[config.mk]
export PLATFORM = sky130hd
export DESIGN_NAME = pket_cell
export DESIGN_NICKNAME = d
export VERILOG_FILES = /design/src/design/pket_pkg.sv /design/src/design/pket_cell.sv
export SDC_FILE = /design/constraint.sdc
export NUM_CORES = 1
export LEC_CHECK = 0
export ABC_AREA = 1
export BUFFER_PORTS_ARGS = -buffer_cell sky130_fd_sc_hd__buf_2
export CAP_MARGIN = 0
export CORE_MARGIN = 2
export CORE_UTILIZATION = 62
export DETAILED_ROUTE_END_ITERATION = 6
export HOLD_SLACK_MARGIN = 0.12
export PLACE_DENSITY_LB_ADDON = 0.2
export SKIP_LAST_GASP = 1
export SLEW_MARGIN = 0
export SYNTH_ARGS = -nofsm -noshare
export SYNTH_HDL_FRONTEND = slang
export SYNTH_SLANG_ARGS = --single-unit
[constraint.sdc]
create_clock -name clk -period 7.68 [get_ports clk]
set_input_delay 0 -clock clk [delete_from_list [all_inputs] [get_ports clk]]
set_output_delay 0 -clock clk [all_outputs]
set_load 0.1 [all_outputs]
[src/design/pket_pkg.sv]
// Package for the per-key extremes tracker: table size, field widths,
// status codes, the item and ZIP-group structs and the cell control and status structs. No dependencies.
package pket_pkg;

  localparam int TABLE_ENTRIES = 64;
  localparam int SLOT_W        = (TABLE_ENTRIES > 1) ? $clog2(TABLE_ENTRIES) : 1;

  localparam int KEY_W   = 16;
  localparam int ZIP_W   = 17;
  localparam int LAT_W   = 28;
  localparam int LON_W   = 29;
  localparam int INDEX_W = 6;
  localparam int STAT_W  = 2;

  localparam logic [STAT_W-1:0] ST_UPDATED = 2'd0;
  localparam logic [STAT_W-1:0] ST_NEW     = 2'd1;
  localparam logic [STAT_W-1:0] ST_SKIPPED = 2'd2;
  localparam logic [STAT_W-1:0] ST_FULL    = 2'd3;

  typedef struct packed {
    logic                    clear_first;
    logic [KEY_W-1:0]        group_key;
    logic [ZIP_W-1:0]        zip_code;
    logic signed [LAT_W-1:0] latitude_udeg;
    logic signed [LON_W-1:0] longitude_udeg;
  } item_t;

  typedef struct packed {
    logic [ZIP_W-1:0] low_lon_zip;
    logic [ZIP_W-1:0] high_lon_zip;
    logic [ZIP_W-1:0] high_lat_zip;
    logic [ZIP_W-1:0] low_lat_zip;
  } zips_t;

  typedef struct packed {
    logic upd_en;
    logic found_any;
  } cell_ctl_t;

  typedef struct packed {
    logic live;
    logic hit;
    logic alloc;
  } cell_stat_t;

endpackage

[src/design/pket_cell.sv]
// One table entry of the extremes tracker: key, four extremes and their ZIPs.
// Takes the fill state from its left neighbor and passes its own to the right.
// Depends on pket_pkg.
module pket_cell (
  input  logic               clk,
  input  logic               rst_n,
  input  pket_pkg::item_t    query,
  input  pket_pkg::cell_ctl_t ctl,
  input  logic               prev_live,
  output pket_pkg::cell_stat_t stat,
  output pket_pkg::zips_t    zips_nxt
);
  import pket_pkg::*;

  logic                    valid_r, valid_nxt;
  logic [KEY_W-1:0]        key_r;
  logic signed [LON_W-1:0] low_lon_r, high_lon_r;
  logic signed [LAT_W-1:0] high_lat_r, low_lat_r;
  zips_t                   zips_r;
  logic signed [LON_W-1:0] low_lon_nxt, high_lon_nxt;
  logic signed [LAT_W-1:0] high_lat_nxt, low_lat_nxt;
  logic                    live, key_nz, hit, alloc;

  assign key_nz = (query.group_key != '0);
  assign live   = valid_r && !query.clear_first;
  assign hit    = live && key_nz && (key_r == query.group_key);
  assign alloc  = !live && prev_live && key_nz && !ctl.found_any;

  assign stat.live  = live;
  assign stat.hit   = hit;
  assign stat.alloc = alloc;

  always_comb begin
    low_lon_nxt  = low_lon_r;
    high_lon_nxt = high_lon_r;
    high_lat_nxt = high_lat_r;
    low_lat_nxt  = low_lat_r;
    zips_nxt     = zips_r;
    if (alloc) begin
      low_lon_nxt           = query.longitude_udeg;
      high_lon_nxt          = query.longitude_udeg;
      high_lat_nxt          = query.latitude_udeg;
      low_lat_nxt           = query.latitude_udeg;
      zips_nxt.low_lon_zip  = query.zip_code;
      zips_nxt.high_lon_zip = query.zip_code;
      zips_nxt.high_lat_zip = query.zip_code;
      zips_nxt.low_lat_zip  = query.zip_code;
    end else if (hit) begin
      if ($signed(query.longitude_udeg) < $signed(low_lon_r)) begin
        low_lon_nxt          = query.longitude_udeg;
        zips_nxt.low_lon_zip = query.zip_code;
      end
      if ($signed(query.longitude_udeg) > $signed(high_lon_r)) begin
        high_lon_nxt          = query.longitude_udeg;
        zips_nxt.high_lon_zip = query.zip_code;
      end
      if ($signed(query.latitude_udeg) > $signed(high_lat_r)) begin
        high_lat_nxt          = query.latitude_udeg;
        zips_nxt.high_lat_zip = query.zip_code;
      end
      if ($signed(query.latitude_udeg) < $signed(low_lat_r)) begin
        low_lat_nxt          = query.latitude_udeg;
        zips_nxt.low_lat_zip = query.zip_code;
      end
    end
  end

  assign valid_nxt = ctl.upd_en ? (live || alloc) : valid_r;

  always_ff @(posedge clk) begin
    if (!rst_n) begin
      valid_r <= 1'b0;
    end else begin
      valid_r <= valid_nxt;
    end
  end

  always_ff @(posedge clk) begin
    if (ctl.upd_en) begin
      if (alloc) begin
        key_r <= query.group_key;
      end
      low_lon_r  <= low_lon_nxt;
      high_lon_r <= high_lon_nxt;
      high_lat_r <= high_lat_nxt;
      low_lat_r  <= low_lat_nxt;
      zips_r     <= zips_nxt;
    end
  end

endmodule

Word-level counts from Yosys, hierarchy flattened
Index checks and enable logic that the tools add are counted.

Equality and inequality tests: 1. Reductions and logical operators: 21. Multiplexer cells: 18. Order comparisons: 4.

Operators by type and width (count): $mux W29 (6); $mux W28 (6); $mux W68 (2); $mux W17 (4); $gt A29 B29 Y1 (1); $lt A29 B29 Y1 (1); $gt A28 B28 Y1 (1); $lt A28 B28 Y1 (1); $eq A16 B16 Y1 (1); $reduce_bool A16 Y1 (1); $reduce_and A3 Y1 (4); $reduce_bool A2 Y1 (5); $logic_and A1 B1 Y1 (6); $logic_not A1 Y1 (3); $reduce_and A2 Y1 (1); $logic_or A1 B1 Y1 (1).

Bits of input ports: 96. Flip-flop bits (word level): 199. Logic and storage cells: 54. Output and inout bits: 71.

Longest topological paths before layout
Gate-level depths: netlist of run 1.

Word-level depth: 8. Gate-level depth with buffers: 16. Mapped depth without buffers: 15.

Worst setup path after synthesis of run 1
Ideal clock, no wire load.

Path kind: flip-flop to flip-flop. From: register high_lat_r[27]. To: register high_lat_r[0] (enable). Path buffers: 1. Setup time: 0.422 ns. Path slack: 4.249 ns. Cell stages (with the launch flop): 14. Required time: 7.258 ns. Data arrival time: 3.008 ns. Period minus slack after synthesis: 3.431 ns. Path through: edfxtp_1 -> inv_1 -> ha_1 -> nand2_1 -> nor2_2 -> nand2_1 -> nor2_2 -> nand2_1 -> clkinv_1 -> nand2_1 -> nand3_1 -> nand3_4 -> buf_2 -> a21oi_1.

Cells in the longest elaborated chain, start to end: 3.

RTL lines: start: declaration (RTL line pket_cell.sv:18) `logic signed [LAT_W-1:0] high_lat_r, low_lat_r;`; start signal: assignment (RTL line pket_cell.sv:85) `high_lat_r <= high_lat_nxt;`; $gt A28 B28 Y1 (RTL line pket_cell.sv:57) `if ($signed(query.latitude_udeg) > $signed(high_lat_r)) begin`; $reduce_bool A2 Y1 (no line); $reduce_and A3 Y1 (no line).

No other way between the ends. A chain may end at the register's enable or synchronous reset.

==> results of run 1 <==
==> critical path, delay by kind of cell <==
kind / cells / cell delay [ns]
AND/OR/NAND/NOR: 8 / 1.62
buffers and inverters: 4 / 1.66
==> power breakdown <==
part / switching (W) / internal, W / total, W
sequential: 0.0000135 / 0.00126 / 0.00127
clock: 0.000428 / 0.000462 / 0.000891
combinational: 0.000487 / 0.000151 / 0.000638
total: 0.000928 / 0.00187 / 0.00280
==> layout by cell type (no fill, tap or decap), types with 2 or more instances in the layout <==
cell type	count
sky130_fd_sc_hd__o21ai_0	2
sky130_fd_sc_hd__nand3_1	113
sky130_fd_sc_hd__clkbuf_16	17
sky130_fd_sc_hd__nand4_1	12
sky130_fd_sc_hd__dlygate4sd3_1	93
sky130_fd_sc_hd__a21oi_2	2
sky130_fd_sc_hd__nor2_1	57
sky130_fd_sc_hd__or2_2	2
sky130_fd_sc_hd__inv_1	194
sky130_fd_sc_hd__o21a_1	3
sky130_fd_sc_hd__nand2_2	3
sky130_fd_sc_hd__nand3_4	3
sky130_fd_sc_hd__inv_8	4
sky130_fd_sc_hd__nor3_1	4
sky130_fd_sc_hd__clkinv_2	2
sky130_fd_sc_hd__edfxtp_1	198
sky130_fd_sc_hd__buf_2	166
sky130_fd_sc_hd__buf_4	5
sky130_fd_sc_hd__a21oi_1	35
sky130_fd_sc_hd__nor2_2	7
sky130_fd_sc_hd__o21ai_1	2
sky130_fd_sc_hd__nand2_4	3
sky130_fd_sc_hd__ha_1	112
sky130_fd_sc_hd__clkinvlp_4	2
sky130_fd_sc_hd__nand3b_1	2
sky130_fd_sc_hd__xnor2_1	3
sky130_fd_sc_hd__inv_2	4
sky130_fd_sc_hd__a21o_1	2
sky130_fd_sc_hd__inv_6	4
sky130_fd_sc_hd__a21oi_4	2
sky130_fd_sc_hd__nand2_1	344
==> flip-flops by register name, indices dropped and copies added (netlist names) <==
name and flops:
key_r 16, low_lon_r 29, high_lon_r 29, high_lat_r 28
zips_r 68, valid_r 1, low_lat_r 28
==> routing by layer <==
metal,GRT usage,up-vias
met5,0,-
met4,0.0676,0
met3,0.0763,26
met2,0.481,300
met1,0.340,3982
li1,-,4271
==> synthesized netlist by cell type, types with 3 or more instances <==
cell,number
sky130_fd_sc_hd__nand4_1,12
sky130_fd_sc_hd__o21a_1,3
sky130_fd_sc_hd__nand3_4,3
sky130_fd_sc_hd__inv_2,4
sky130_fd_sc_hd__nand2_2,3
sky130_fd_sc_hd__inv_1,194
sky130_fd_sc_hd__buf_2,12
sky130_fd_sc_hd__nand2_4,3
sky130_fd_sc_hd__nand3_1,113
sky130_fd_sc_hd__nor3_1,4
sky130_fd_sc_hd__ha_1,112
sky130_fd_sc_hd__buf_6,3
sky130_fd_sc_hd__xnor2_1,3
sky130_fd_sc_hd__buf_4,4
sky130_fd_sc_hd__nor2_2,7
sky130_fd_sc_hd__edfxtp_1,198
sky130_fd_sc_hd__nor2_1,57
sky130_fd_sc_hd__nand2_1,344
sky130_fd_sc_hd__a21oi_1,37
==> worst min path at each step <==
| stage | slack [ns] | endpoint | cells past startpoint |
|---|---|---|---|
| after detailed placement | 0.21 | key_r[4]$_DFFE_PP_ | 1 |
| after CTS | 0.29 | key_r[13]$_DFFE_PP_ | 2 |
| after global routing | 0.31 | key_r[15]$_DFFE_PP_ | 2 |
| after floorplan | 0.1 | high_lat_r[0]$_DFFE_PP_ | 0 |
| final | 0.31 | key_r[4]$_DFFE_PP_ | 2 |
| after global placement | 0.21 | valid_r$_SDFFE_PN0P_ | 2 |
==> logic make-up (layout without fill, tap and decap cells) <==
kind of cell,count (synthesis),in the layout,synth area share
flip-flops,199,199,0.546
AND/OR/NAND/NOR,556,556,0.219
buffers and inverters,219,495,0.0800
XOR/XNOR,3,3,0.00240
AO/OA/AOI/OAI,49,49,0.0245
adder cells (fa/ha/maj),112,112,0.128
==> cell type report <==
| type | instances | area share |
|---|---|---|
| inverter | 199 | 0.0554 |
| sequential | 199 | 0.442 |
| clock inverter | 15 | 0.0119 |
| timing repair buffer | 264 | 0.133 |
| clock buffer | 17 | 0.0315 |
| multi-input combinational | 720 | 0.305 |
| tap | 225 | 0.0209 |
==> stage by stage <==
stage	utilization	hold slack [ns]	cell area, µm²	power (W)
floorplan	-	0.0989	10900	0.00175
global placement	0.695	0.206	12000	0.00188
detailed placement	0.695	0.209	12000	0.00189
CTS	0.783	0.288	13500	0.00280
global route	0.783	0.311	13500	0.00289
finish	0.783	0.308	13500	0.00280
==> what timing repair did <==
item	CTS	global route
resized for setup	0	0
buffers inserted	0	0
hold buffers	93	0
hold endpoints to repair	218	0
==> report_table.html, run 1 <==
<table>
<tr><th>Metric</th><th>Value</th></tr>
<tr><th colspan="2">Floorplanning</th></tr>
<tr><td>Core Footprint</td><td>roughly 17000 µm²</td></tr>
<tr><td>Height of the die</td><td>137 µm</td></tr>
<tr><td>Starting density of the core</td><td>0.634</td></tr>
<tr><td>Die Footprint</td><td>approximately 19000 µm²</td></tr>
<tr><td>Row Count</td><td>48</td></tr>
<tr><td>Number of placed I/O pins</td><td>between 150 and 200</td></tr>
<tr><td>DIE WIDTH</td><td>about 140 µm</td></tr>
<tr><th colspan="2">Clocking</th></tr>
<tr><td>Clock buffer depth</td><td>2</td></tr>
<tr><td>Clock root buffer</td><td>sky130_fd_sc_hd__clkbuf_16</td></tr>
<tr><td>Clock insertion delay at the later pin of the skew report</td><td>about 0.44 ns</td></tr>
<tr><td>Number of levels in the clock H-tree</td><td>4</td></tr>
<tr><td>Number of sinks handled by clock tree synthesis</td><td>around 200</td></tr>
<tr><td>Clk pin slew, worst setup/hold paths</td><td>about 0.070 ns</td></tr>
<tr><td>Clock buffer count from CTS</td><td>17</td></tr>
<tr><td>Clock tree from TritonCTS</td><td>yes</td></tr>
<tr><th colspan="2">Logic synthesis</th></tr>
<tr><td>Async set-reset flop share out of synthesis</td><td>0</td></tr>
<tr><td>Number of synthesized register bits</td><td>roughly 200</td></tr>
<tr><td>Cell count after synthesis</td><td>1138</td></tr>
<tr><td>Area share of the leading cell type in the synthesized netlist</td><td>0.544</td></tr>
<tr><td>Biggest area contributors in the synthesized netlist</td><td>sky130_fd_sc_hd__edfxtp_1 54%, sky130_fd_sc_hd__ha_1 13%, sky130_fd_sc_hd__nand2_1 12%</td></tr>
<tr><td>Sequential cell area fraction in the yosys report</td><td>0.546</td></tr>
<tr><td>Avg Cell Area, Syn</td><td>about 9.6 µm²</td></tr>
<tr><td>Syn. warnings</td><td>0</td></tr>
<tr><td>Number of enable-type register cells in the synthesized netlist</td><td>between 150 and 200</td></tr>
<tr><td>Cell taking the most area after synthesis</td><td>sky130_fd_sc_hd__edfxtp_1</td></tr>
<tr><td>Post-Synthesis Net Count</td><td>about 1300</td></tr>
<tr><td>Combined area of all synthesized cells</td><td>~11000 µm²</td></tr>
<tr><td>Top FF cell, synth</td><td>sky130_fd_sc_hd__edfxtp_1</td></tr>
<tr><td>Number of distinct library cells after synthesis</td><td>35</td></tr>
<tr><th colspan="2">Detailed routing</th></tr>
<tr><td>Wire length on met1</td><td>approximately 10 mm</td></tr>
<tr><td>Antenna violation net count after detailed routing</td><td>0</td></tr>
<tr><td>Total wire length after detailed routing</td><td>25.0 mm</td></tr>
<tr><td>Routed length per placed instance</td><td>about 15 µm</td></tr>
<tr><td>Uppermost layer routed</td><td>met4</td></tr>
<tr><td>Met2 wire len</td><td>between 10 and 15 mm</td></tr>
<tr><td>Number of DRC violations after detailed routing</td><td>0</td></tr>
<tr><td>Number of violations reported at the end of detailed-routing iteration 0</td><td>568</td></tr>
<tr><td>Vias after detailed routing</td><td>around 8600</td></tr>
<tr><td>Wire length on met3</td><td>~2.2 mm</td></tr>
<tr><td>Total iterations of the first detailed-routing run</td><td>5</td></tr>
<tr><td>Routed vias/inst</td><td>approximately 5.2</td></tr>
<tr><th colspan="2">Setup path</th></tr>
<tr><td>Depth of the worst register-to-register path</td><td>12</td></tr>
<tr><td>Setup crit end kind</td><td>output port</td></tr>
<tr><td>Termination of the worst setup path</td><td>zips_nxt[64]</td></tr>
<tr><td>Crit-path cells</td><td>dlygate4sd3_1 -&gt; buf_2 -&gt; nor2_1 -&gt; nand3_1 -&gt; nor2_1 -&gt; nand2_1 -&gt; nand2_2 -&gt; buf_4 -&gt; nand2_1 -&gt; nand3_1 -&gt; nand2_1 -&gt; buf_2</td></tr>
<tr><td>Worst reg-to-reg setup slack</td><td>between 4 and 5 ns</td></tr>
<tr><td>Terminus of the critical flop-to-flop path</td><td>high_lon_r[15]$_DFFE_PP_</td></tr>
<tr><td>CP required</td><td>7.68 ns</td></tr>
<tr><td>Category of the worst setup path launch point</td><td>input port</td></tr>
<tr><td>Beginning of the critical path</td><td>query[76]</td></tr>
<tr><td>Critical path's most frequent cell</td><td>sky130_fd_sc_hd__nand2_1</td></tr>
<tr><td>Critical path fanouts, max</td><td>between 70 and 80</td></tr>
<tr><td>Slowest stage delay, CP</td><td>around 0.67 ns</td></tr>
<tr><td>CP Class</td><td>in -&gt; out</td></tr>
<tr><td>Arrival time of the worst setup path</td><td>3.31 ns</td></tr>
<tr><td>Critical R2R Launch</td><td>high_lon_r[12]$_DFFE_PP_</td></tr>
<tr><td>Crit path max-delay cell type</td><td>sky130_fd_sc_hd__buf_4</td></tr>
<tr><th colspan="2">Power</th></tr>
<tr><td>Peak supply drop</td><td>between 0.00015 and 0.0002 V</td></tr>
<tr><td>Power density relative to cell area</td><td>207 nW/µm²</td></tr>
<tr><td>Leakage component of the power</td><td>6.61 nW</td></tr>
<tr><th colspan="2">STA</th></tr>
<tr><td>Final period utilization</td><td>0.431</td></tr>
<tr><td>Final setup margin</td><td>~4.4 ns</td></tr>
<tr><td>Number of pins exceeding their max-slew limit in the final report</td><td>0</td></tr>
<tr><td>Setup skew after layout</td><td>approximately 0.015 ns</td></tr>
<tr><td>Transition at the pin with the smallest max-transition slack</td><td>1.04 ns</td></tr>
<tr><td># setup viols final</td><td>0</td></tr>
<tr><td>Number of failing hold endpoints at the final stage</td><td>0</td></tr>
<tr><td>Unrepaired setup endpoints after global routing</td><td>no</td></tr>
<tr><td>Max Clk Rate</td><td>0.302 GHz</td></tr>
<tr><td>Fin crit period</td><td>about 3.3 ns</td></tr>
<tr><td>TNS Setup</td><td>0 ns</td></tr>
<tr><td>Normalized max-slew margin</td><td>0.308</td></tr>
<tr><th colspan="2">Cells and area</th></tr>
<tr><td>Fillcell total</td><td>between 1000 and 1500</td></tr>
<tr><td>Layout net count</td><td>1609</td></tr>
<tr><td>Post-layout instance count excluding filler cells</td><td>between 1500 and 2000</td></tr>
<tr><td>Sequential cell area</td><td>between 5000 and 6000 µm²</td></tr>
<tr><td>Area used by multi-input combinational logic</td><td>a little over 4000 µm²</td></tr>
<tr><td>Layout cell share with drive strength beyond 1</td><td>0.164</td></tr>
<tr><td>Antenna cells</td><td>0</td></tr>
<tr><td>Signed area change from the synthesized netlist to the final layout</td><td>23.4%</td></tr>
<tr><th colspan="2">Hold path</th></tr>
<tr><td>Hold path startpoint</td><td>query[78]</td></tr>
<tr><td>Worst min-delay path class</td><td>in -&gt; reg</td></tr>
<tr><th colspan="2">Status</th></tr>
<tr><td>Status</td><td>complete, no violations</td></tr>
<tr><th colspan="2">Placed design</th></tr>
<tr><td>Total instance count after detailed placement</td><td>1514</td></tr>
<tr><td>Worst setup slack before clock tree synthesis</td><td>approximately 4.5 ns</td></tr>
<tr><td>Placed wire-length estimate after detailed placement</td><td>~17 mm</td></tr>
<tr><td>Number of buffers inserted by port buffering</td><td>166</td></tr>
<tr><td>Final Wtd Congestion</td><td>roughly 0.86</td></tr>
<tr><th colspan="2">Global routing</th></tr>
<tr><td>Total grt overflow</td><td>0</td></tr>
<tr><td>Number of global-route vias before repair</td><td>8522</td></tr>
<tr><td>Pin count of the biggest net entering global routing</td><td>80</td></tr>
<tr><td>Wire length of the first global-routing pass</td><td>~40 mm</td></tr>
<tr><td>GRT Util Overall</td><td>0.275</td></tr>
<tr><td>Initial antenna violation count</td><td>0</td></tr>
<tr><th colspan="2">Flow run</th></tr>
<tr><td>Maximum Capacitance Violations</td><td>0</td></tr>
</table>
Power figures use the tool's default switching activity.
==> inputs of run 2 (changes only) <==
- CORE_UTILIZATION: 62 -> 52
- clock period: 7.68 -> 2.68 ns (I/O delays scaled with it)
==> run 2 against run 1 <==
- the run now ends with negative setup slack left
- die area grew 19%
- combinational power grew to 3.9 times the previous value
- non-clock buffer count rose by 39
- register-to-register slack worse by 4.4 ns
- worst hold slack lost 0.017 ns
- routed wire length up 18%
- core utilization is 1.1 points lower
- final area grew 19%
- clock power grew to 2.7 times the previous value
- power rose to 3.1 times the previous value
- critical endpoint is now zips_nxt[6]
==> report_table.html, run 2 (same netlist as run 1, synthesis figures left out) <==
<table>
<tr><th>Metric</th><th>Value</th></tr>
<tr><th colspan="2">Status</th></tr>
<tr><td>Status</td><td>finished with violations</td></tr>
<tr><td>Failing checks</td><td>negative setup slack</td></tr>
<tr><th colspan="2">Detailed routing</th></tr>
<tr><td>Routed length per placed instance</td><td>about 17 µm</td></tr>
<tr><td>Total iterations of the first detailed-routing run</td><td>5</td></tr>
<tr><td>Number of DRC violations after detailed routing</td><td>0</td></tr>
<tr><td>Number of violations reported at the end of detailed-routing iteration 0</td><td>523</td></tr>
<tr><td>Vias after detailed routing</td><td>between 9000 and 10000</td></tr>
<tr><td>Antenna violation net count after detailed routing</td><td>0</td></tr>
<tr><td>Total wire length after detailed routing</td><td>just under 30 mm</td></tr>
<tr><td>Routed vias/inst</td><td>between 5 and 6</td></tr>
<tr><th colspan="2">Setup path</th></tr>
<tr><td>Family of cells with the greatest summed delay on the critical path</td><td>simple AND/OR/NAND/NOR gates</td></tr>
<tr><td>Critical R2R Launch</td><td>high_lat_r[23]$_DFFE_PP_</td></tr>
<tr><td>Setup crit end kind</td><td>output port</td></tr>
<tr><td>Termination of the worst setup path</td><td>zips_nxt[6]</td></tr>
<tr><td>Critical path fanouts, max</td><td>8</td></tr>
<tr><td>Crit-path cells</td><td>inv_1 -&gt; ha_1 -&gt; nand2_2 -&gt; inv_1 -&gt; nand2_1 -&gt; nand2_1 -&gt; nand2_1 -&gt; nand3_2 -&gt; nor2_4 -&gt; nand2_2 -&gt; nand2_2 -&gt; nand3_4 -&gt; clkbuf_16 -&gt; nand3_2 -&gt; nand2_2 -&gt; buf_12</td></tr>
<tr><td>Slowest stage delay, CP</td><td>approximately 0.4 ns</td></tr>
<tr><td>Category of the worst setup path launch point</td><td>flip-flop</td></tr>
<tr><td>Arrival time of the worst setup path</td><td>approximately 2.8 ns</td></tr>
<tr><td>CP Class</td><td>reg -&gt; out</td></tr>
<tr><td>Beginning of the critical path</td><td>low_lat_r[22]$_DFFE_PP_</td></tr>
<tr><td>Crit path buffers/inverters</td><td>4</td></tr>
<tr><td>CP required</td><td>2.68 ns</td></tr>
<tr><td>Number of gates on the worst path with buffers counted</td><td>16</td></tr>
<tr><td>Depth of the worst register-to-register path</td><td>15</td></tr>
<tr><td>Worst reg-to-reg setup slack</td><td>~0.1 ns</td></tr>
<tr><td>Crit path max-delay cell type</td><td>sky130_fd_sc_hd__edfxtp_1</td></tr>
<tr><td>Terminus of the critical flop-to-flop path</td><td>high_lat_r[5]$_DFFE_PP_</td></tr>
<tr><td>Critical path's most frequent cell</td><td>sky130_fd_sc_hd__nand2_2</td></tr>
<tr><th colspan="2">Global routing</th></tr>
<tr><td>Number of global-route vias before repair</td><td>about 8500</td></tr>
<tr><td>Total grt overflow</td><td>0</td></tr>
<tr><td>GRT Util Overall</td><td>0.236</td></tr>
<tr><td>Pin count of the biggest net entering global routing</td><td>58</td></tr>
<tr><td>Initial antenna violation count</td><td>0</td></tr>
<tr><td>Wire length of the first global-routing pass</td><td>slightly above 40 mm</td></tr>
<tr><th colspan="2">STA</th></tr>
<tr><td># setup viols final</td><td>21</td></tr>
<tr><td>Fin crit period</td><td>between 2 and 3 ns</td></tr>
<tr><td>Number of failing hold endpoints at the final stage</td><td>0</td></tr>
<tr><td>Final setup margin</td><td>-0.115 ns</td></tr>
<tr><td>Setup skew after layout</td><td>between 0.01 and 0.015 ns</td></tr>
<tr><td>Max Clk Rate</td><td>0.358 GHz</td></tr>
<tr><td>Number of pins exceeding their max-slew limit in the final report</td><td>0</td></tr>
<tr><td>Final period utilization</td><td>1.04</td></tr>
<tr><td>Unrepaired setup endpoints after global routing</td><td>yes</td></tr>
<tr><td>Normalized max-slew margin</td><td>0.653</td></tr>
<tr><td>Transition at the pin with the smallest max-transition slack</td><td>around 0.52 ns</td></tr>
<tr><th colspan="2">Floorplanning</th></tr>
<tr><td>Starting density of the core</td><td>0.525</td></tr>
<tr><td>Row Count</td><td>53</td></tr>
<tr><td>Height of the die</td><td>approximately 150 µm</td></tr>
<tr><td>Number of placed I/O pins</td><td>around 170</td></tr>
<tr><td>Die Footprint</td><td>22200 µm²</td></tr>
<tr><td>Core Footprint</td><td>20800 µm²</td></tr>
<tr><td>DIE WIDTH</td><td>roughly 150 µm</td></tr>
<tr><th colspan="2">Power</th></tr>
<tr><td>Leakage component of the power</td><td>around 7.4 nW</td></tr>
<tr><td>Total chip power</td><td>roughly 0.0086 W</td></tr>
<tr><td>Peak supply drop</td><td>slightly above 0.0005 V</td></tr>
<tr><td>Power density relative to cell area</td><td>roughly 540 nW/µm²</td></tr>
<tr><th colspan="2">Clocking</th></tr>
<tr><td>Clock root buffer</td><td>sky130_fd_sc_hd__clkbuf_16</td></tr>
<tr><td>Clock insertion delay at the later pin of the skew report</td><td>approximately 0.45 ns</td></tr>
<tr><td>Number of levels in the clock H-tree</td><td>4</td></tr>
<tr><td>Clock buffer depth</td><td>2</td></tr>
<tr><td>Number of sinks handled by clock tree synthesis</td><td>about 200</td></tr>
<tr><td>Clock tree from TritonCTS</td><td>yes</td></tr>
<tr><td>Clock buffer count from CTS</td><td>17</td></tr>
<tr><td>Clk pin slew, worst setup/hold paths</td><td>0.08 ns</td></tr>
<tr><th colspan="2">Placed design</th></tr>
<tr><td>Worst setup slack before clock tree synthesis</td><td>around 0.34 ns</td></tr>
<tr><td>Number of buffers inserted by port buffering</td><td>166</td></tr>
<tr><td>Placed wire-length estimate after detailed placement</td><td>around 18 mm</td></tr>
<tr><td>Final Wtd Congestion</td><td>0.845</td></tr>
<tr><td>Total instance count after detailed placement</td><td>1571</td></tr>
<tr><th colspan="2">Cells and area</th></tr>
<tr><td>Most frequent cells in the layout</td><td>229 x sky130_fd_sc_hd__nand2_1, 198 x sky130_fd_sc_hd__edfxtp_1, 188 x sky130_fd_sc_hd__inv_1, 98 x sky130_fd_sc_hd__buf_2, 97 x sky130_fd_sc_hd__ha_1</td></tr>
<tr><td>Share of the core filled with cells in the final layout</td><td>0.771</td></tr>
<tr><td>Antenna cells</td><td>0</td></tr>
<tr><td>Signed area change from the synthesized netlist to the final layout</td><td>47.0%</td></tr>
<tr><td>Register name with the most flops</td><td>zips_r</td></tr>
<tr><td>Layout cell share with drive strength beyond 1</td><td>0.321</td></tr>
<tr><td>Largest register FFs</td><td>around 70</td></tr>
<tr><td>Post-layout instance count excluding filler cells</td><td>between 1500 and 2000</td></tr>
<tr><td>Most frequent standard cell in the layout excluding fill and tap cells</td><td>sky130_fd_sc_hd__nand2_1</td></tr>
<tr><td>Registers with the most flip-flops</td><td>zips_r x68, high_lon_r x29, low_lon_r x29</td></tr>
<tr><td>Fillcell total</td><td>approximately 1300</td></tr>
<tr><td>Layout net count</td><td>approximately 1700</td></tr>
<tr><th colspan="2">Hold path</th></tr>
<tr><td>Worst min-delay path class</td><td>in -&gt; reg</td></tr>
<tr><th colspan="2">Flow run</th></tr>
<tr><td>Maximum Capacitance Violations</td><td>0</td></tr>
</table>
## run 2: where the power goes
group	internal [W]	total [W]	switching, W
Combinational	0.000889	0.00251	0.00162
Clock	0.00121	0.00244	0.00123
Sequential	0.00360	0.00365	0.0000482
## run 2: timing repair
| item | 4_1_cts | 5_1_grt |
|---|---|---|
| endpoints found under the hold margin | 211 | 0 |
| pin swaps | 2 | 68 |
| resized for setup | 28 | 205 |
| endpoints found under the setup margin | 67 | 96 |
| gates cloned | 0 | 10 |
| setup buffers | 3 | 25 |
| hold buffers | 93 | 0 |
## run 2: how the worst min path moves through the flow
stage	from	to	slack, ns	cells past startpoint
2_1_floorplan	query[29]	high_lat_r[0]$_DFFE_PP_	0.1	0
3_3_place_gp	rst_n	valid_r$_SDFFE_PN0P_	0.20	2
3_5_place_dp	query[0]	low_lon_r[0]$_DFFE_PP_	0.21	1
4_1_cts	query[0]	low_lon_r[0]$_DFFE_PP_	0.29	2
5_1_grt	query[75]	key_r[1]$_DFFE_PP_	0.29	2
6_report	query[89]	key_r[15]$_DFFE_PP_	0.29	2
## run 2: through the flow
| stage | hold slack [ns] | cell area [µm²] | TNS (ns) |
|---|---|---|---|
| after CTS | 0.287 | 14800 | -0.118 |
| after global placement | 0.201 | 13200 | 0 |
| after global routing | 0.294 | 16100 | -12.54 |
| final | 0.291 | 16100 | -1.46 |
| after floorplan | 0.0989 | 11000 | -0.0763 |
| after detailed placement | 0.212 | 13200 | 0 |
## run 2: area by class of cell
type,count,area (µm²),share of cell area
inverters,199,747,0.0465
multi-input cells,726,5140,0.320
clock buffers,18,429,0.0267
flip-flops and latches,199,5970,0.371
repair buffers,303,3320,0.206
well taps,275,344,0.0214
clock inverters,14,121,0.00756
## run 2: per-layer routing
| metal | vias up | global-route usage | routed length [µm] |
|---|---|---|---|
| met5 | - | 0 | 0 |
| met4 | 0 | 0.0643 | 900 |
| met3 | 75 | 0.0713 | 2120 |
| met2 | 320 | 0.391 | 14600 |
| met1 | 4302 | 0.302 | 11900 |
| li1 | 4372 | - | - |
## run 2: worst reg2reg max path, delay by kind of cell, from the launching register on
family                     cells  cell delay [ns]
buffers and inverters          5             0.74
adders and majority gates      1             0.21
DFF                            1             0.39
AOI/OAI and AO/OA              1             0.13
and+or+nand+nor                8             0.80
